$ cat src/design/sus_pkg.sv
// shared types and constants of the sorted unique set engine
// no dependencies; used by the top level and its checker
package sus_pkg;

  localparam int DEF_CAPACITY = 32;
  localparam int VAL_W        = 32;
  localparam int OP_W         = 2;
  localparam int KIND_W       = 3;

  typedef enum logic [OP_W-1:0] {
    OP_INSERT    = 2'd0,
    OP_DELETE    = 2'd1,
    OP_DUMP_ASC  = 2'd2,
    OP_DUMP_DESC = 2'd3
  } op_t;

  typedef enum logic [KIND_W-1:0] {
    KIND_ELEMENT   = 3'd0,
    KIND_EMPTY     = 3'd1,
    KIND_INSERTED  = 3'd2,
    KIND_DUPLICATE = 3'd3,
    KIND_FULL      = 3'd4,
    KIND_DELETED   = 3'd5,
    KIND_NOT_FOUND = 3'd6
  } kind_t;

  typedef enum logic [3:0] {
    ST_IDLE,
    ST_SRCH_RD,
    ST_SRCH_CMP,
    ST_INS_RD,
    ST_INS_WR,
    ST_INS_PUT,
    ST_DEL_RD,
    ST_DEL_WR,
    ST_DEL_FIN,
    ST_STAT,
    ST_DUMP_RD,
    ST_DUMP_LD
  } state_t;

endpackage

$ cat src/design/sorted_unique_set_engine_unit.sv
// top level of the sorted unique set engine: sequencer, value memory, output register
// depends on sus_pkg
//
//  channel | dir | handshake          | payload
//  --------+-----+--------------------+---------------------------------------------
//  s_      | in  | s_tvalid/s_tready  | s_tuser = op, s_tdata = value
//  m_      | out | m_tvalid/m_tready  | m_tuser = kind, m_tdata = element, m_tlast = last
//
// one item is worked at a time by a single signed comparator over a memory with one write port and one read port
// insert/delete: after the item is accepted, a lower-bound walk reads then compares each
//   entry below the operand, then each entry to be shifted is read then written one place
//   over, then the status result is loaded
// dumps: each stored value is read, then loaded to the output; an empty dump loads one EMPTY result
// rst is synchronous; it empties the set and drops any pending result, no clearing pass
// a stalled m_ side holds the block only when a new result must be loaded; the last
//   result of an item may wait in the output register while the next item is taken
module sorted_unique_set_engine_unit #(
  parameter int CAPACITY = sus_pkg::DEF_CAPACITY
) (
  input  logic                        clk,
  input  logic                        rst,
  input  logic                        s_tvalid,
  output logic                        s_tready,
  input  logic [sus_pkg::VAL_W-1:0]   s_tdata,   // [31:0] value
  input  logic [sus_pkg::OP_W-1:0]    s_tuser,   // [1:0] op
  output logic                        m_tvalid,
  input  logic                        m_tready,
  output logic [sus_pkg::VAL_W-1:0]   m_tdata,   // [31:0] element
  output logic [sus_pkg::KIND_W-1:0]  m_tuser,   // [2:0] kind
  output logic                        m_tlast
);

  // count holds 0..CAPACITY, address holds 0..CAPACITY-1
  localparam int CW = $clog2(CAPACITY + 1);
  localparam int AW = (CAPACITY > 1) ? $clog2(CAPACITY) : 1;

  sus_pkg::state_t state, state_next;
  sus_pkg::op_t    opc, opc_next;
  sus_pkg::kind_t  res_kind, res_next;

  logic [CW-1:0] count, count_next;
  logic [CW-1:0] idx, idx_next;
  logic [CW-1:0] pos, pos_next;
  logic [CW-1:0] idx_inc, idx_dec;
  logic signed [sus_pkg::VAL_W-1:0] opv, opv_next;

  // value memory, read data registered
  logic signed [sus_pkg::VAL_W-1:0] mem [CAPACITY];
  logic signed [sus_pkg::VAL_W-1:0] rd_data;
  logic                             mem_we;
  logic [AW-1:0]                    mem_wa;
  logic signed [sus_pkg::VAL_W-1:0] mem_wd;

  // shared comparator
  logic cmp_lt, cmp_eq;

  // search outcome
  logic srch_done, srch_hit;

  // output load
  logic                             out_free;
  logic                             load;
  sus_pkg::kind_t                   load_kind;
  logic [sus_pkg::VAL_W-1:0]        load_elem;
  logic                             load_last;
  logic                             dump_last;

  assign cmp_lt   = rd_data < opv;
  assign cmp_eq   = rd_data == opv;
  assign idx_inc  = idx + CW'(1);
  assign idx_dec  = idx - CW'(1);
  assign out_free = !m_tvalid || m_tready;
  assign dump_last = (opc == sus_pkg::OP_DUMP_ASC) ? (idx == count - CW'(1))
                                                   : (idx == '0);

  always_ff @(posedge clk) begin
    if (mem_we) begin
      mem[mem_wa] <= mem_wd;
    end
    rd_data <= mem[idx[AW-1:0]];
  end

  always_ff @(posedge clk) begin
    if (rst) begin
      state <= sus_pkg::ST_IDLE;
      count <= '0;
    end else begin
      state <= state_next;
      count <= count_next;
    end
  end

  // working registers carry no reset
  always_ff @(posedge clk) begin
    opc      <= opc_next;
    opv      <= opv_next;
    idx      <= idx_next;
    pos      <= pos_next;
    res_kind <= res_next;
  end

  // output register
  always_ff @(posedge clk) begin
    if (rst) begin
      m_tvalid <= 1'b0;
    end else if (load) begin
      m_tvalid <= 1'b1;
    end else if (m_tready) begin
      m_tvalid <= 1'b0;
    end
  end

  always_ff @(posedge clk) begin
    if (load) begin
      m_tuser <= load_kind;
      m_tdata <= load_elem;
      m_tlast <= load_last;
    end
  end

  always_comb begin
    state_next = state;
    count_next = count;
    idx_next   = idx;
    pos_next   = pos;
    opc_next   = opc;
    opv_next   = opv;
    res_next   = res_kind;
    mem_we     = 1'b0;
    mem_wa     = idx[AW-1:0];
    mem_wd     = rd_data;
    load       = 1'b0;
    load_kind  = sus_pkg::KIND_ELEMENT;
    load_elem  = rd_data;
    load_last  = 1'b0;
    srch_done  = 1'b0;
    srch_hit   = 1'b0;
    s_tready   = (state == sus_pkg::ST_IDLE);

    case (state)
      sus_pkg::ST_IDLE: begin
        if (s_tvalid) begin
          opc_next = sus_pkg::op_t'(s_tuser);
          opv_next = s_tdata;
          idx_next = '0;
          if (s_tuser == sus_pkg::OP_INSERT || s_tuser == sus_pkg::OP_DELETE) begin
            state_next = sus_pkg::ST_SRCH_RD;
          end else if (count == '0) begin
            res_next   = sus_pkg::KIND_EMPTY;
            state_next = sus_pkg::ST_STAT;
          end else begin
            idx_next   = (s_tuser == sus_pkg::OP_DUMP_ASC) ? '0 : count - CW'(1);
            state_next = sus_pkg::ST_DUMP_RD;
          end
        end
      end

      // lower bound walk: read entry idx, compare on the next cycle
      sus_pkg::ST_SRCH_RD: begin
        if (idx == count) begin
          srch_done = 1'b1;
        end else begin
          state_next = sus_pkg::ST_SRCH_CMP;
        end
      end

      sus_pkg::ST_SRCH_CMP: begin
        if (cmp_lt) begin
          idx_next   = idx_inc;
          state_next = sus_pkg::ST_SRCH_RD;
        end else begin
          srch_done = 1'b1;
          srch_hit  = cmp_eq;
        end
      end

      // insert: move entries pos..count-1 up by one, top first
      sus_pkg::ST_INS_RD: begin
        state_next = sus_pkg::ST_INS_WR;
      end

      sus_pkg::ST_INS_WR: begin
        mem_we = 1'b1;
        mem_wa = idx_inc[AW-1:0];
        if (idx == pos) begin
          state_next = sus_pkg::ST_INS_PUT;
        end else begin
          idx_next   = idx_dec;
          state_next = sus_pkg::ST_INS_RD;
        end
      end

      sus_pkg::ST_INS_PUT: begin
        mem_we     = 1'b1;
        mem_wa     = pos[AW-1:0];
        mem_wd     = opv;
        count_next = count + CW'(1);
        res_next   = sus_pkg::KIND_INSERTED;
        state_next = sus_pkg::ST_STAT;
      end

      // delete: move entries pos+1..count-1 down by one
      sus_pkg::ST_DEL_RD: begin
        state_next = sus_pkg::ST_DEL_WR;
      end

      sus_pkg::ST_DEL_WR: begin
        mem_we = 1'b1;
        mem_wa = idx_dec[AW-1:0];
        if (idx_inc == count) begin
          state_next = sus_pkg::ST_DEL_FIN;
        end else begin
          idx_next   = idx_inc;
          state_next = sus_pkg::ST_DEL_RD;
        end
      end

      sus_pkg::ST_DEL_FIN: begin
        count_next = count - CW'(1);
        res_next   = sus_pkg::KIND_DELETED;
        state_next = sus_pkg::ST_STAT;
      end

      // single status result, element is the operand (zero for an empty dump)
      sus_pkg::ST_STAT: begin
        if (out_free) begin
          load       = 1'b1;
          load_kind  = res_kind;
          load_elem  = (res_kind == sus_pkg::KIND_EMPTY) ? '0 : opv;
          load_last  = 1'b1;
          state_next = sus_pkg::ST_IDLE;
        end
      end

      sus_pkg::ST_DUMP_RD: begin
        state_next = sus_pkg::ST_DUMP_LD;
      end

      // rd_data keeps following idx, so a stall here is harmless
      sus_pkg::ST_DUMP_LD: begin
        if (out_free) begin
          load      = 1'b1;
          load_kind = sus_pkg::KIND_ELEMENT;
          load_elem = rd_data;
          load_last = dump_last;
          if (dump_last) begin
            state_next = sus_pkg::ST_IDLE;
          end else begin
            idx_next   = (opc == sus_pkg::OP_DUMP_ASC) ? idx_inc : idx_dec;
            state_next = sus_pkg::ST_DUMP_RD;
          end
        end
      end

      default: begin
        state_next = sus_pkg::ST_IDLE;
      end
    endcase

    // search finished: idx is the lower bound
    if (srch_done) begin
      pos_next = idx;
      if (opc == sus_pkg::OP_INSERT) begin
        if (srch_hit) begin
          res_next   = sus_pkg::KIND_DUPLICATE;
          state_next = sus_pkg::ST_STAT;
        end else if (count == CW'(CAPACITY)) begin
          res_next   = sus_pkg::KIND_FULL;
          state_next = sus_pkg::ST_STAT;
        end else if (idx == count) begin
          state_next = sus_pkg::ST_INS_PUT;
        end else begin
          idx_next   = count - CW'(1);
          state_next = sus_pkg::ST_INS_RD;
        end
      end else begin
        if (!srch_hit) begin
          res_next   = sus_pkg::KIND_NOT_FOUND;
          state_next = sus_pkg::ST_STAT;
        end else if (idx_inc == count) begin
          state_next = sus_pkg::ST_DEL_FIN;
        end else begin
          idx_next   = idx_inc;
          state_next = sus_pkg::ST_DEL_RD;
        end
      end
    end
  end

endmodule

$ cat config.mk
export PLATFORM = sky130hd
export DESIGN_NAME = sorted_unique_set_engine_unit
export DESIGN_NICKNAME = d
export VERILOG_FILES = /design/src/design/sus_pkg.sv /design/src/design/sorted_unique_set_engine_unit.sv
export SDC_FILE = /design/constraint.sdc
export NUM_CORES = 1
export LEC_CHECK = 0
export BUFFER_PORTS_ARGS = -buffer_cell sky130_fd_sc_hd__buf_2
export CAP_MARGIN = 20
export CORE_MARGIN = 2
export CORE_UTILIZATION = 59
export CTS_CLUSTER_SIZE = 20
export DETAILED_ROUTE_END_ITERATION = 16
export GPL_TIMING_DRIVEN = 0
export MAX_ROUTING_LAYER = met4
export PLACE_DENSITY_LB_ADDON = 0.15
export SYNTH_ARGS = -nofsm -noshare
export SYNTH_HDL_FRONTEND = slang
export SYNTH_SLANG_ARGS = --single-unit
$ cat constraint.sdc
create_clock -name clk -period 17.85 [get_ports clk]
set_input_delay 3.57 -clock clk [delete_from_list [all_inputs] [get_ports clk]]
set_output_delay 3.57 -clock clk [all_outputs]
set_load 0.01 [all_outputs]
### Word-level counts from Yosys, hierarchy flattened

Memories as Yosys holds them, arrays and structs flattened. A register that Yosys moved wholly into a read port is not among the register bits.
Cells that the tools add are included.

* add/subtract/negate cells: 4
* mux-type cells: 65
* order comparisons: 1
* reduce and logical (&&, ||, !) cells: 16
* equal/unequal tests: 26

Operators with widths (count)
* 32-bit two-way mux: 4
* 6-bit two-way mux: 17
* 4-bit two-way mux: 13
* 4-bit case mux with 11 select lines: 1
* 32-bit equality test: 1
* 32-bit less-than comparator: 1
* 3-bit two-way mux: 10
* 6-bit case mux with 5 select lines: 1
* 6-bit equality test: 4
* 4-bit by 3-bit equality test with 1-bit output, second input constant: 4
* 4-bit equality test, second input constant: 4
* 5-bit case mux with 3 select lines: 1
* 1-bit two-way mux: 13
* 6-bit by 1-bit adder with 6-bit output, second input constant: 2
* 6-bit logical NOT: 2
* 3-bit inequality test, second input constant: 4
* 6-bit case mux with 2 select lines: 1
* 6-bit by 1-bit subtractor with 6-bit output, second input constant: 2
* 3-bit case mux with 3 select lines: 1
* 4-bit by 2-bit equality test with 1-bit output, second input constant: 2
* 6-bit equality test, second input constant: 1
* 5-bit AND reduction: 1
* 2-bit equality test, second input constant: 2
* 4-bit by 1-bit equality test with 1-bit output, second input constant: 1
* other kinds (13): 19

* memory bits (writable): 1024
* bits of input ports: 38
* output and inout bits: 38
* word-level logic and storage cells: 124
* memories kept: 1
* flip-flop bits (word level): 96

Memory list
* mem: words 32, bits a word 32, read ports 1, clocked after memory_dff 1, write ports 1, RTL line sorted_unique_set_engine_unit.sv:48 `logic signed [sus_pkg::VAL_W-1:0] mem [CAPACITY];`

### Logic depth before layout (Yosys ltp)

* word-level depth: 11
* gate-level depth with buffers: 14
* depth with buffers taken out: 10

### Worst setup path before layout

OpenSTA, ideal clock, no wires.

* path kind: input port to flip-flop
* from: input m_tready
* to: register m_tdata[10] (netlist bit), data pin
* data required time: 17597 ps
* arrival time: 5917 ps
* buffers on the path: 1
* setup slack: 11680 ps
* library setup time: 253 ps
* cell stages on the path: 6
* cell sequence: nor2b_1 -> nor2_1 -> nand2_1 -> clkbuf_1 -> nand2_1 -> nand2_1

* word-level cells in the longest chain between the ends: 3

Ends and longest elaborated chain
* start: declaration: RTL line sorted_unique_set_engine_unit.sv:27 `input logic m_tready,`
* 1-bit logical OR: RTL line sorted_unique_set_engine_unit.sv:72 `assign out_free = !m_tvalid || m_tready;`
* 32-bit two-way mux: RTL line sorted_unique_set_engine_unit.sv:226 `if (out_free) begin`
* 32-bit two-way mux
* net load_elem, one bit: RTL line sorted_unique_set_engine_unit.sv:64 `logic [sus_pkg::VAL_W-1:0] load_elem;`
* end signal: assignment: RTL line sorted_unique_set_engine_unit.sv:116 `m_tdata <= load_elem;`
* end: declaration: RTL line sorted_unique_set_engine_unit.sv:28 `output logic [sus_pkg::VAL_W-1:0] m_tdata,`

The timed path passes the listed nets, and every way through them passes these cells.
A chain may end at the register's enable or synchronous reset.

### Final worst setup path

* from: register idx[1]
* to: memory mem[10][19] (netlist bit), enable pin

* word-level cells in the longest chain between the ends: 2
* elaborated cells on any way between the ends: 3
* those cells by class: add/sub: 2; mux: 1

Ends and longest elaborated chain
* start: declaration: RTL line sorted_unique_set_engine_unit.sv:42 `logic [CW-1:0] idx, idx_next;`
* start signal: assignment: RTL line sorted_unique_set_engine_unit.sv:97 `idx <= idx_next;`
* 6-bit by 1-bit subtractor with 6-bit output / 6-bit by 1-bit adder with 6-bit output (equally long branches): RTL line sorted_unique_set_engine_unit.sv:71, sorted_unique_set_engine_unit.sv:70
* 5-bit case mux with 3 select lines *: RTL line sorted_unique_set_engine_unit.sv:140 `case (state)`
* end: declaration: RTL line sorted_unique_set_engine_unit.sv:48

Every way passes the cells marked *; elsewhere a longest branch is shown, timed or not.

==> results.json <==
{
  "startpoint_type": "flop",
  "min_to": "pos[3]",
  "grt_usage_pct": 31.15,
  "synth_top_area_cell": "edfxtp_1",
  "ys_seq_area_share_pct": 73.89,
  "die_area_mm2": 0.08041,
  "holdPathStages": 0,
  "worst-r2r-setup-slack_ps": 11660,
  "worstPathArrival_ps": 6560,
  "vdd_drop_max_v": 0.0001303,
  "drive_gt1_share_pct": 24.24,
  "hold_path_class": "flop to flop",
  "cts_sinks": 1152,
  "finalPower_mw": 8.642,
  "synthCells": 2493,
  "synth_edf_count": 1100,
  "reg2reg_to": "mem[10][19]",
  "timing.hold.ws_ps": 447.7,
  "wl_per_cell_um": 30.37,
  "synth_warnings": 0,
  "fin_skew_ps": 41.19,
  "ios": 76,
  "drt_iter0_drc": 3330,
  "antenna_found_initial": 4,
  "die_h_um": 283.6,
  "synth_area_leaders": "edfxtp_1, mux4_2, mux2i_1, dfxtp_1, nand2_1",
  "hold_buffers": 0,
  "max_freq_ghz": 0.1616,
  "portBuffers": 75,
  "synthArstFlopShare_pct": 0,
  "cts_resized": 0,
  "avgSynthCellArea_um2": 18.50,
  "outcome": "completed",
  "nets": 2894,
  "tritoncts": "yes",
  "setup_violations": 0,
  "postCtsSetupRepairBufs": 0,
  "wirelength_mm": 120.0,
  "drcViolationCount": 0,
  "finalCritPeriodShare_pct": 34.67,
  "start_util_pct": 59.52,
  "first_global_vias": 26380,
  "slew_headroom_pct": 27.08,
  "overflow": 0,
  "worstSkewPairLatency_ps": 690,
  "worst-r2r-cell-count": 15,
  "clockRootBuffer": "clkbuf_16",
  "min_from": "idx[3]",
  "core-area_mm2": 0.07747,
  "post-route-util_pct": 68.96,
  "numCtsBuffers": 112,
  "drtPass1Iterations": 7,
  "rows": 102,
  "maxSlewViolCount": 0,
  "die_w_um": 283.6,
  "yosys_most_used_dff": "edfxtp_1",
  "reg2reg_from": "idx[1]",
  "crit_type": "flop to flop",
  "ant_nets": 0,
  "synth-seq-cells": 1152,
  "max_cap_viol_count": 0,
  "synth_nets": 2568,
  "synth_area_mm2": 0.04611,
  "power_density_mw_per_mm2": 161.8,
  "vias": 25910,
  "leakage_nw": 17.98,
  "hpwl_mm": 85.96,
  "h-tree-depth": 3,
  "area_delta_synth_final_pct": 15.85,
  "grt_max_degree": 38,
  "clockBufferDepth": 3,
  "end_kind": "flop",
  "cp_max_fo": 10,
  "final.setup.tns_ps": 0,
  "yosysTopAreaCellShare_pct": 71.64,
  "viasPerCell": 6.558,
  "crit_required_ps": 18220,
  "clkSlewWorstSetupHoldPaths_ps": 70,
  "gp_congestion": 0.9152,
  "grt_first_pass_wirelength_mm": 176.2,
  "min_period_ps": 6189,
  "worst_pin_slew_ps": 1094,
  "synth_cell_type_count": 80,
  "hold_viol_final": 0,
  "rsz0062_at_grt": "no"
}
-- Yosys cell counts, drive strengths merged, types with 4 or more instances --
cell type and number:
inv 49, a21oi 42, dfxtp 52, and3 4, a211oi 5, clkbuf 80
nand3 57, o211ai 7, nor3 19, nor4 18, nand2 182, ha 37
a2bb2oi 4, nor2b 8, a211o 27, a221oi 8, mux2i 154, a21o 6
a31oi 5, and2 9, xor2 14, buf 64, mux4 214, nor2 56
o22ai 33, edfxtp 1100, nand2b 8, nand4 11, xnor2 20, o221ai 77
and4 4, o21ai 62
-- layout make-up --
cell class	count	area [um2]
Sequential cell	1152	34070
Timing Repair Buffer	212	2096
Buffer	144	595.6
Clock inverter	56	590.6
Tap cell	1040	1301
Antenna cell	2	5.005
Inverter	50	187.7
Clock buffer	148	2969
Fill cell	4945	24050
Multi-Input combinational cell	1147	11600
-- sequential cells by signal, summed over array words and instances (netlist names) --
| signal | flops |
|---|---|
| m_tlast | 1 |
| count | 6 |
| idx | 6 |
| m_tvalid | 1 |
| res_kind | 3 |
| opv | 32 |
| opc | 2 |
| pos | 6 |
| m_tuser | 3 |
| m_tdata | 32 |
| mem | 1024 |
| rd_data | 32 |
| state | 4 |
-- where the power goes --
part	internal, mW	switching (mW)
registers	3.47	0.0817
clock network	1.32	0.991
logic	1.02	1.76
-- routing by layer --
metal	GRT usage [%]	vias to the layer above	routed length, um
met1	42.51	13490	47370
met5	-	-	0
met2	49.26	1341	59250
met4	11.19	0	4250
li1	-	10840	-
met3	3.842	243	9100
-- critical path, stage by stage (launching register included) --
cell and delay (ps):
dfxtp_1 400, buf_2 260, buf_1 830, inv_2 460, buf_1 340, ha_1 290
xnor2_1 270, a31oi_1 190, or3_1 400, and3_1 180, clkbuf_1 320, nor4_2 940
buf_4 340, buf_4 200, buf_4 210, buf_4 210
-- through the flow --
step	instance area [um2]	cells	setup WS, ps
6_report	53420	3951	11660
5_1_grt	53420	3951	11470
4_1_cts	53390	3946	11730
3_5_place_dp	49830	3742	11720
3_3_place_gp	47790	3608	6402
2_1_floorplan	46110	2493	11680
-- placed cells by master, fill, tap and decap left out, drive strengths merged, types with 6 or more instances in the layout --
master,netlist,routed
bufinv,0,10
a221oi,8,8
nand2b,8,8
ha,37,37
nor2b,8,8
a21oi,42,42
mux2i,154,154
nor2,56,56
buf,64,276
a211o,27,27
nand4,11,11
xor2,14,14
o22ai,33,33
nand2,182,182
inv,49,56
clkinv,1,37
clkbuf,80,228
nor3,19,19
nand3,57,57
o221ai,77,77
mux4,214,214
o211ai,7,7
edfxtp,1100,1100
o21ai,62,62
and2,9,9
xnor2,20,20
a21o,6,6
nor4,18,18
dfxtp,52,52
-- worst max-delay path by stage --
stage	slack, ps	to	from	cells after the start
6_report	11660	mem[10][19]	idx[1]	15
5_1_grt	11470	mem[19][21]	idx[1]	14
4_1_cts	11730	mem[19][19]	idx[1]	14
3_5_place_dp	11720	idx[1]	s_tvalid	8
3_3_place_gp	6400	mem[24][15]	idx[1]	10
2_1_floorplan	11680	m_tdata[10]	m_tready	6
-- cells by family (layout without fill, tap and decap cells) --
kind of cell / Yosys count / count (layout) / synth area share [%]
compound gates: 319 / 319 / 5.039
xor+xnor: 34 / 34 / 0.6865
fa+ha+maj: 37 / 37 / 1.004
buf+inv: 194 / 610 / 1.699
flops: 1152 / 1152 / 73.89
mux: 369 / 369 / 13.82
other cells: 0 / 2 / 0
simple gates: 388 / 388 / 3.859
No activity file was read; power rests on OpenSTA's default activity.
